## src/rtl/jedf_pkg.sv

```systemverilog
// Shared types, codes and helpers for the joystick event deadzone filter.
// No dependencies; every other file of the block uses this package.
package jedf_pkg;

    localparam int CFG_IDX_W = 3;
    localparam int PROD_W    = 64;
    localparam int DIVR_W    = 32;
    localparam int QCAP_W    = 41;

    // configuration register indexes
    localparam logic [CFG_IDX_W-1:0] CFG_XY_LOW   = 3'd0;
    localparam logic [CFG_IDX_W-1:0] CFG_XY_HIGH  = 3'd1;
    localparam logic [CFG_IDX_W-1:0] CFG_RUDDER   = 3'd2;
    localparam logic [CFG_IDX_W-1:0] CFG_THROTTLE = 3'd3;
    localparam logic [CFG_IDX_W-1:0] CFG_KEY_BASE = 3'd4;

    // input event types
    localparam logic [4:0] EV_SYNC = 5'd0;
    localparam logic [4:0] EV_KEY  = 5'd1;
    localparam logic [4:0] EV_AXIS = 5'd3;
    localparam logic [4:0] EV_MISC = 5'd4;

    // input commands
    localparam logic CMD_SETUP = 1'b0;
    localparam logic CMD_EVENT = 1'b1;

    // result types
    localparam logic [1:0] OUT_SYNC = 2'd0;
    localparam logic [1:0] OUT_KEY  = 2'd1;
    localparam logic [1:0] OUT_AXIS = 2'd3;

    // axis indexes of the offline pattern
    localparam int AX_X        = 0;
    localparam int AX_Y        = 1;
    localparam int AX_RUDDER   = 5;
    localparam int AX_THROTTLE = 6;

    typedef struct packed {
        logic signed [31:0] cur;
        logic signed [31:0] sent;
    } axis_val_t;

    typedef struct packed {
        logic signed [31:0] mn;
        logic signed [31:0] mx;
        logic signed [31:0] dlo;
        logic signed [31:0] dhi;
    } axis_zone_t;

    function automatic logic signed [31:0] sat32(input logic signed [41:0] v);
        logic signed [41:0] lim_hi;
        logic signed [41:0] lim_lo;
        lim_hi = 42'sd2147483647;
        lim_lo = -42'sd2147483648;
        if (v > lim_hi)
            sat32 = 32'sh7fffffff;
        else if (v < lim_lo)
            sat32 = 32'sh80000000;
        else
            sat32 = v[31:0];
    endfunction

endpackage

```

## src/rtl/jedf_div.sv

```systemverilog
// Restoring divider, one quotient bit per cycle: 64-bit dividend by 32-bit divisor.
// Depends on jedf_pkg for widths.
module jedf_div (
    input  logic                          clk,
    input  logic                          rst_n,
    input  logic                          start,
    input  logic [jedf_pkg::PROD_W-1:0]   dividend,
    input  logic [jedf_pkg::DIVR_W-1:0]   divisor,
    output logic                          done,
    output logic [jedf_pkg::PROD_W-1:0]   quotient
);
    localparam int CNT_W = $clog2(jedf_pkg::PROD_W);

    logic [jedf_pkg::PROD_W-1:0] quo_reg;
    logic [jedf_pkg::DIVR_W-1:0] rem_reg;
    logic [jedf_pkg::DIVR_W-1:0] dvs_reg;
    logic [CNT_W-1:0]            cnt_reg;
    logic                        busy_reg;
    logic                        done_reg;
    logic [jedf_pkg::DIVR_W:0]   shifted;
    logic [jedf_pkg::DIVR_W:0]   trial;

    assign shifted = {rem_reg, quo_reg[jedf_pkg::PROD_W-1]};
    assign trial   = shifted - {1'b0, dvs_reg};

    always_ff @(posedge clk or negedge rst_n)
    begin
        if (!rst_n)
        begin
            busy_reg <= 1'b0;
            done_reg <= 1'b0;
            cnt_reg  <= '0;
        end
        else
        begin
            done_reg <= 1'b0;
            if (start)
            begin
                busy_reg <= 1'b1;
                cnt_reg  <= '0;
            end
            else if (busy_reg)
            begin
                cnt_reg <= cnt_reg + 1'b1;
                if (cnt_reg == CNT_W'(jedf_pkg::PROD_W - 1))
                begin
                    busy_reg <= 1'b0;
                    done_reg <= 1'b1;
                end
            end
        end
    end

    always_ff @(posedge clk)
    begin
        if (start)
        begin
            quo_reg <= dividend;
            rem_reg <= '0;
            dvs_reg <= divisor;
        end
        else if (busy_reg)
        begin
            if (!trial[jedf_pkg::DIVR_W])
            begin
                rem_reg <= trial[jedf_pkg::DIVR_W-1:0];
                quo_reg <= {quo_reg[jedf_pkg::PROD_W-2:0], 1'b1};
            end
            else
            begin
                rem_reg <= shifted[jedf_pkg::DIVR_W-1:0];
                quo_reg <= {quo_reg[jedf_pkg::PROD_W-2:0], 1'b0};
            end
        end
    end

    assign done     = done_reg;
    assign quotient = quo_reg;

endmodule

```

## config.mk

```make
export PLATFORM = sky130hd
export DESIGN_NAME = jedf_div
export DESIGN_NICKNAME = d
export VERILOG_FILES = /design/src/rtl/jedf_pkg.sv /design/src/rtl/jedf_div.sv
export SDC_FILE = /design/constraint.sdc
export NUM_CORES = 1
export LEC_CHECK = 0
export ABC_AREA = 1
export BUFFER_PORTS_ARGS = -buffer_cell sky130_fd_sc_hd__buf_2
export CELL_PAD_IN_SITES_DETAIL_PLACEMENT = 2
export CELL_PAD_IN_SITES_GLOBAL_PLACEMENT = 2
export CORE_UTILIZATION = 28
export CTS_CLUSTER_SIZE = 8
export DETAILED_ROUTE_END_ITERATION = 12
export GPL_TIMING_DRIVEN = 1
export PLACE_DENSITY_LB_ADDON = 0.05
export RECOVER_POWER = 100
export SKIP_CTS_REPAIR_TIMING = 1
export SYNTH_ARGS = -nofsm -noshare
export SYNTH_HDL_FRONTEND = slang
export SYNTH_SLANG_ARGS = --single-unit
```

## constraint.sdc

```tcl
create_clock -name clk -period 2.25 [get_ports clk]
set_input_delay 0.45 -clock clk [delete_from_list [all_inputs] [get_ports clk]]
set_output_delay 0.45 -clock clk [all_outputs]
set_load 0.005 [all_outputs]
```

== Word level (Yosys, flattened, before mapping) ==
Cells that the tools add are included.
Widths: inputs -> output; s select.

* Flip-flop bits (word level): 136
* Bits of input ports: 99
* Output and inout bits: 65
* Word-level logic and storage cells: 22

* Add/sub/neg operators: 2
* Eq/ne operators: 1
* Mux-type cells: 12
* Reduce and logical (&&, ||, !) cells: 1

{| class="wikitable"
|+ Operators by type and width
! operator !! count
|-
| $mux 64 || 2
|-
| $sub 33x32->33 || 1
|-
| $mux 32 || 1
|-
| $mux 6 || 2
|-
| $mux 1 || 7
|-
| $add 6x1->6 const B || 1
|-
| $eq 6x6->1 const B || 1
|-
| $reduce_bool 2->1 || 1
|}

== Depth between registers and ports, before layout ==
Gate-level depths: netlist of the first run.

* Depth in word-level cells: 4
* Gate-level depth with buffers: 18
* Gate-level depth less buffers: 17

== Worst setup path before layout of the first run ==
Ideal clock, no wire load.

* Path type: input -> register
* Start point: input start
* End point: register quo_reg, in the netlist quotient[0], enable pin
* Data arrival time: 2.003 ns
* Path slack: -0.172 ns
* Cell stages on the path: 3
* Buffers on the path: 1
* Cell sequence: clkbuf_1 nor2_1 inv_1

* Cells in the longest elaborated chain, start to end: 1

{| class="wikitable"
|+ Ends and longest elaborated chain
! what !! line !! text
|-
| start, declared || jedf_div.sv:6 || <nowiki>input logic start,</nowiki>
|-
| $reduce_bool 2->1 (no line) || -- ||
|-
| end signal, assigned || jedf_div.sv:58 || <nowiki>quo_reg <= dividend;</nowiki>
|-
| end signal, assigned || jedf_div.sv:67 || <nowiki>quo_reg <= {quo_reg[jedf_pkg::PROD_W-2:0], 1'b1};</nowiki>
|-
| end signal, assigned || jedf_div.sv:72 || <nowiki>quo_reg <= {quo_reg[jedf_pkg::PROD_W-2:0], 1'b0};</nowiki>
|-
| end, declared || jedf_div.sv:14 || <nowiki>logic [jedf_pkg::PROD_W-1:0] quo_reg;</nowiki>
|}

No other way between the ends.
A chain may end at the register's enable or synchronous reset.

== Final worst setup path of the first run ==
* Start point: register dvs_reg[0] (netlist bit)
* End point: register rem_reg[2] (netlist bit)

* Cells in the longest elaborated chain, start to end: 2

{| class="wikitable"
|+ Ends and longest elaborated chain
! what !! line !! text
|-
| start, declared || jedf_div.sv:16 || <nowiki>logic [jedf_pkg::DIVR_W-1:0] dvs_reg;</nowiki>
|-
| start signal, assigned || jedf_div.sv:60 || <nowiki>dvs_reg <= divisor;</nowiki>
|-
| $sub 33x32->33 || jedf_div.sv:24 || <nowiki>assign trial = shifted - {1'b0, dvs_reg};</nowiki>
|-
| $mux 32 || jedf_div.sv:64 || <nowiki>if (!trial[jedf_pkg::DIVR_W])</nowiki>
|-
| end signal, assigned || jedf_div.sv:66 || <nowiki>rem_reg <= trial[jedf_pkg::DIVR_W-1:0];</nowiki>
|-
| end signal, assigned || jedf_div.sv:71 || <nowiki>rem_reg <= shifted[jedf_pkg::DIVR_W-1:0];</nowiki>
|-
| end, declared || jedf_div.sv:15 || <nowiki>logic [jedf_pkg::DIVR_W-1:0] rem_reg;</nowiki>
|}

No other way between the ends.

==> run_results.csv, run 1 <==
group,metric,value,unit
routing,detail_route.wirelength,29.49,mm
floorplan,initial_utilization,28.59,%
floorplan,core-area,28860,sq um
floorplan,die_h,173.7,um
worst_setup_path,crit_path_end_kind,"register",
worst_setup_path,cp.arrival,2.70,ns
logic_synthesis,synth_top_family_by_area,"simple AND/OR/NAND/NOR gates",
timing,max_slew_margin,34.27,%
finish,layout.cells.non_filler,1825,
finish,finish.utilization,38.23,%
worst_setup_path,path_common_cell,"nand2_2",
power,ir_drop,0.4766,mV
power,cellLeakagePower,5.967,nW
cts,clock-sinks,136,
outcome,status,"finished, violations left",
finish,drive_gt1_share,22.48,%
logic_synthesis,avgSynthCellArea,6.992,sq um
worst_setup_path,cp.required,2.58,ns
logic_synthesis,synth_compound_area_share,1.956,%
floorplan,die_w,173.7,um
logic_synthesis,syn_inst,1180,
power,cellPowerDensity,616.1,nW/um^2
outcome,violations,"setup timing",
worst_setup_path,cp_cell_sequence,"ha_2 > fa_2 > inv_2 > nand2_2 > nand2_2 > nand3_2 > nand2_2 > nand2_2 > nand2_2 > nand2_4 > nand2_4 > nand2_4 > nand2_8 > clkbuf_16 > nand2_1 > nand3_1 > nand2_1",
finish,nNetsFinal,1561,
logic_synthesis,ys_seq_area_share,45.13,%
global_routing,grt_max_degree,66,
place,placed_cell_area,10130,sq um
logic_synthesis,synthMuxAreaShare,0,%
global_routing,track_usage,19.53,%
worst_setup_path,slowest_stage,"fa_2",
worst_setup_path,critPathMaxStageDelay,0.41,ns
cts,h-tree-depth,4,
timing,hold_ws,0.1856,ns
timing,timing.final.crit_share,105.4,%
routing,route.met2.wl,14.67,mm
logic_synthesis,synth_xor_area_share,1.592,%
timing,period_needed,2.371,ns
cts,numCtsBuffers,17,
timing,setup_slack,-0.1214,ns
finish,antenna_cells,0,
timing,finalHoldViolCount,0,
finish,regArea,3724,sq um
place,io_buffers,163,
worst_setup_path,crit_family,"simple AND/OR/NAND/NOR gates",
global_routing,grt_pass1_vias,8855,
global_routing,antenna_found_initial,2,
logic_synthesis,yosys.area_share.simple,34.43,%
finish,multi_input_area,3852,sq um
routing,drtAntennaViolNets,0,
timing,rsz0062_at_grt,"yes",
place,globalplace.congestion,0.8418,
hold_path,min_path_type,"in -> reg",
floorplan,dieArea,30160,sq um
timing,fmax,421.7,MHz
timing,skew,0.01690,ns
global_routing,grt_pass1_wl,46.04,mm
routing,drc_errors,0,
routing,wire_per_inst,16.16,um
routing,first_iter_violations,226,
cts,cts_tree,"yes",
logic_synthesis,synth_cell_types,34,
logic_synthesis,synth_nets,1313,
flow_run,cap_violations,0,
cts,clockBufferDepth,2,
cts,worstSkewPairLatency,0.44,ns
routing,vias,8078,
routing,dr_wl_met3,1.452,mm
logic_synthesis,synth.yosys.warnings,0,
finish,fill_cells,3530,
finish,stdcell_area,11030,sq um
floorplan,io_pins,164,
logic_synthesis,yosys_register_bits,136,
worst_setup_path,crit_fanout,8,
place,post-dp-hpwl,21.62,mm
logic_synthesis,synth_adder_area_share,5.247,%
timing,tightest_slew,0.9859,ns
routing,top_layer,"met5",
cts,path_clk_slew,0.07,ns
routing,wl_met1,12.94,mm
floorplan,rows,62,
cts,clockRootBuffer,"clkbuf_16",
worst_setup_path,path_buf_inv,2,
worst_setup_path,path_class,"reg -> reg",
finish,syn_to_final_growth,33.73,%
routing,drt-pass1-iter-count,4,
timing,final_max_slew_viol_count,0,
logic_synthesis,syn_area,8250,sq um
place,dpl.cell_count,1784,
worst_setup_path,cp-start-kind,"register",
global_routing,overflow,0,
timing,setup_viol,33,
routing,via_per_inst,4.426,
place,dp_slack,-0.2448,ns
finish,largest_reg_flops,64,
routing by layer:
| layer | global-route usage [%] | vias up |
|---|---|---|
| met5 | 0 | - |
| met4 | 5.190 | 4 |
| met3 | 5.285 | 22 |
| met2 | 34.61 | 129 |
| met1 | 23.14 | 3863 |
| li1 | - | 4060 |
layout make-up:
type	count	area share, %
Multi-Input combinational cell	798	34.92
Sequential cell	136	33.75
Timing Repair Buffer	255	14.43
Inverter	220	7.519
Tap cell	384	4.355
Clock buffer	19	3.924
Clock inverter	13	1.111
cell usage in the layout (no fill, tap or decap), drive strengths merged, types with 2 or more instances in the layout:
cell and count:
nand3 59, clkbuf 68, xnor2 13, ha 33, dfrtp 8, o21ai 8
inv 222, clkinv 5, nor2 57, xor2 2, nor3 7, and2 4
nand4 5, edfxtp 96, buf 205, dfxtp 32, clkinvlp 5, nand2 584
a21oi 18
worst paths after layout:
| path | start | endpoint | slack [ns] | cells past startpoint |
|---|---|---|---|---|
| worst min-delay path | divisor[24] | dvs_reg[24] | 0.19 | 1 |
| max in group asynchronous | rst_n | cnt_reg[2] | 1.42 | 2 |
| min in group asynchronous | rst_n | cnt_reg[5] | 0.50 | 2 |
| worst min register to register | rem_reg[3] | rem_reg[3] | 0.48 | 2 |
| worst max register to register | dvs_reg[0] | rem_reg[2] | -0.12 | 17 |
| worst max-delay path | dvs_reg[0] | rem_reg[2] | -0.12 | 17 |
worst register-to-register path, delay by kind of cell, from the launching register on:
family | cells | cell delay [ns]
flip-flops | 1 | 0.40
buffers and inverters | 2 | 0.26
adder cells (fa/ha/maj) | 2 | 0.64
AND/OR/NAND/NOR | 13 | 0.96
cell families after synthesis:
group | count (synthesis)
buf+inv | 246
simple gates | 719
compound gates | 30
xor+xnor | 15
flops | 136
fa+ha+maj | 34
per-stage QoR:
step / setup TNS (ns) / power (mW)
after floorplan: 0 / 3.496
after global placement: -0.2949 / 3.999
after detailed placement: -5.624 / 4.030
after CTS: -6.087 / 6.893
after global routing: -7.847 / 7.142
final: -2.850 / 6.798
cell usage after synthesis:
cell type / n / area [sq um]
nand2_1: 580 / 2177
inv_1: 218 / 818.3
edfxtp_1: 96 / 2883
nand3_1: 58 / 290.3
nor2_1: 56 / 210.2
ha_1: 33 / 412.9
dfxtp_1: 32 / 640.6
clkbuf_1: 20 / 75.07
a21oi_1: 18 / 90.09
xnor2_1: 13 / 113.9
dfrtp_1: 8 / 200.2
o21ai_0: 7 / 35.03
nor3_1: 6 / 30.03
buf_6: 5 / 56.30
nand4_1: 5 / 31.28
and2_1: 4 / 25.02
nand2_2: 3 / 18.77
xor2_1: 2 / 17.52
a21o_1: 1 / 7.510
a22o_1: 1 / 8.760
and3_1: 1 / 6.260
buf_1: 1 / 3.750
clkinv_1: 1 / 3.750
fa_1: 1 / 20.02
inv_2: 1 / 3.750
nand2_4: 1 / 11.26
nand3_2: 1 / 10.01
nand3b_1: 1 / 7.510
nor2_2: 1 / 6.260
nor3_2: 1 / 10.01
o211ai_1: 1 / 7.510
o21ai_1: 1 / 5.000
o21bai_1: 1 / 7.510
or2_1: 1 / 6.260
report_power, final:
part / internal, mW / switching (mW) / leakage (nW)
combinational: 0.429 / 0.588 / 4.33
sequential: 2.88 / 0.0940 / 1.38
clock: 1.53 / 1.27 / 0.260
No activity file was read; power rests on OpenSTA's default activity.
==> run 2: changes to the inputs <==
Settings changed: PLACE_DENSITY set to 0.84, PLACE_DENSITY_LB_ADDON 0.05 to unset.
==> run_results.csv, run 2 (synthesized netlist as in run 1, its figures left out) <==
group,metric,value,unit
outcome,status,"finished, violations left",
outcome,violations,"setup timing",
worst_setup_path,crit_path_end_kind,"register",
routing,detail_route.wirelength,35.60,mm
cts,path_clk_slew,0.08,ns
timing,rsz0062_at_grt,"yes",
finish,regArea,3724,sq um
finish,finish.utilization,38.44,%
cts,clockRootBuffer,"clkbuf_16",
timing,skew,0.01449,ns
global_routing,grt_pass1_wl,50.83,mm
finish,fill_cells,3451,
worst_setup_path,cp.required,2.65,ns
worst_setup_path,path_class,"reg -> reg",
power,p_switching,2.193,mW
global_routing,grt_pass1_vias,9694,
timing,final_max_slew_viol_count,0,
floorplan,initial_utilization,28.59,%
timing,setup_tns,-7.106,ns
global_routing,antenna_found_initial,4,
finish,largest_reg_flops,64,
place,dp_slack,-0.1173,ns
power,p_sw_share,30.95,%
place,dpl.cell_count,1770,
routing,drtAntennaViolNets,0,
power,ir_drop,0.6065,mV
cts,numCtsBuffers,17,
global_routing,track_usage,21.67,%
global_routing,grt_max_degree,37,
cts,clockBufferDepth,2,
routing,wire_per_inst,19.58,um
floorplan,die_h,173.7,um
worst_setup_path,cp-start-kind,"register",
timing,timing.final.crit_share,111.9,%
finish,stdcell_area,11090,sq um
worst_setup_path,r2r_cells,17,
cts,cts_tree,"yes",
worst_setup_path,cp.arrival,2.91,ns
power,internal_power,4.892,mW
flow_run,cap_violations,0,
power,p_total,7.085,mW
power,p_comb_share,15.4,%
place,io_buffers,163,
worst_setup_path,crit_fanout,7,
place,placed_cell_area,10020,sq um
cts,clock-sinks,136,
timing,finalHoldViolCount,0,
routing,via_per_inst,4.746,
floorplan,die_w,173.7,um
timing,max_slew_margin,23.44,%
power,cellLeakagePower,5.955,nW
power,p_clk_share,42.3,%
place,globalplace.congestion,0.8629,
timing,fmax,397.2,MHz
routing,drt-pass1-iter-count,5,
timing,period_needed,2.518,ns
power,cellPowerDensity,638.7,nW/um^2
finish,nNetsFinal,1551,
hold_path,min_path_type,"in -> reg",
hold_path,hold_depth,1,
finish,layout.cells.non_filler,1818,
finish,multi_input_area,3934,sq um
timing,tightest_slew,1.148,ns
timing,setup_viol,33,
floorplan,rows,62,
floorplan,core-area,28860,sq um
finish,syn_to_final_growth,34.46,%
floorplan,io_pins,164,
routing,first_iter_violations,371,
finish,final_common_cell,"nand2_1",
cts,h-tree-depth,4,
cts,worstSkewPairLatency,0.45,ns
finish,drive_gt1_share,22.15,%
floorplan,dieArea,30160,sq um
place,post-dp-hpwl,23.39,mm
timing,setup_slack,-0.2676,ns
timing,hold_ws,0.1720,ns
global_routing,overflow,0,
finish,layout_common_cells,"nand2_1, inv_1, buf_2, edfxtp_1, buf_4",
routing,vias,8628,
routing,drc_errors,0,
power,seqPwrFrac,42.3,%
[run 2: cell count changes in the layout (fill, tap and decap cells not counted), sizes merged]
cell      before  now
buf          205  187
inv          222  229
clkbuf        68   74
clkinvlp       5    2
diode          0    3
clkinv         5    3
[run 2: path summary, 6_finish.rpt]
path / startpoint / endpoint / slack, ns
max in group asynchronous: rst_n / busy_reg / 1.35
setup reg to reg: dvs_reg[0] / rem_reg[25] / -0.27
setup / recovery: dvs_reg[0] / rem_reg[25] / -0.27
hold / removal: divisor[24] / dvs_reg[24] / 0.17
min in group asynchronous: rst_n / cnt_reg[3] / 0.53
hold reg to reg: rem_reg[13] / rem_reg[13] / 0.48
[run 2: worst max-delay path, stage by stage (launching register included)]
cell      delay (ns)
edfxtp_1        0.43
ha_4            0.20
fa_2            0.40
inv_2           0.08
nand2_2         0.06
nand2_2         0.08
nand3_2         0.07
nand2_2         0.09
nand2_2         0.09
nand2_4         0.10
nand2_4         0.08
buf_6           0.13
nand3_4         0.10
nand2_8         0.11
buf_12          0.16
nand2_2         0.08
nand3_2         0.09
nand2_2         0.12
[run 2: power groups by stage]
stage	combinational [mW]	clock, mW	sequential (mW)
2_1_floorplan	0.472	0	3.02
3_3_place_gp	0.936	0	3.03
3_5_place_dp	0.998	0	3.04
4_1_cts	1.02	3.04	3.00
5_1_grt	1.21	3.12	3.02
6_report	1.09	3.00	3.00
[run 2: final cells by class]
type | instances | share of cell area [%]
Antenna cell | 3 | 0.06767
Clock buffer | 17 | 3.835
Tap cell | 384 | 4.331
Inverter | 220 | 7.478
Clock inverter | 15 | 1.387
Multi-Input combinational cell | 798 | 35.46
Timing Repair Buffer | 245 | 13.87
Sequential cell | 136 | 33.57
[run 2: metal layers]
metal	track usage (%)	part of all wire, %	up-vias
met4	7.091	3.5	4
met3	5.987	5.1	78
met5	0	0.065	-
li1	-	-	4050
met2	40.60	52	225
met1	23.30	39	4271
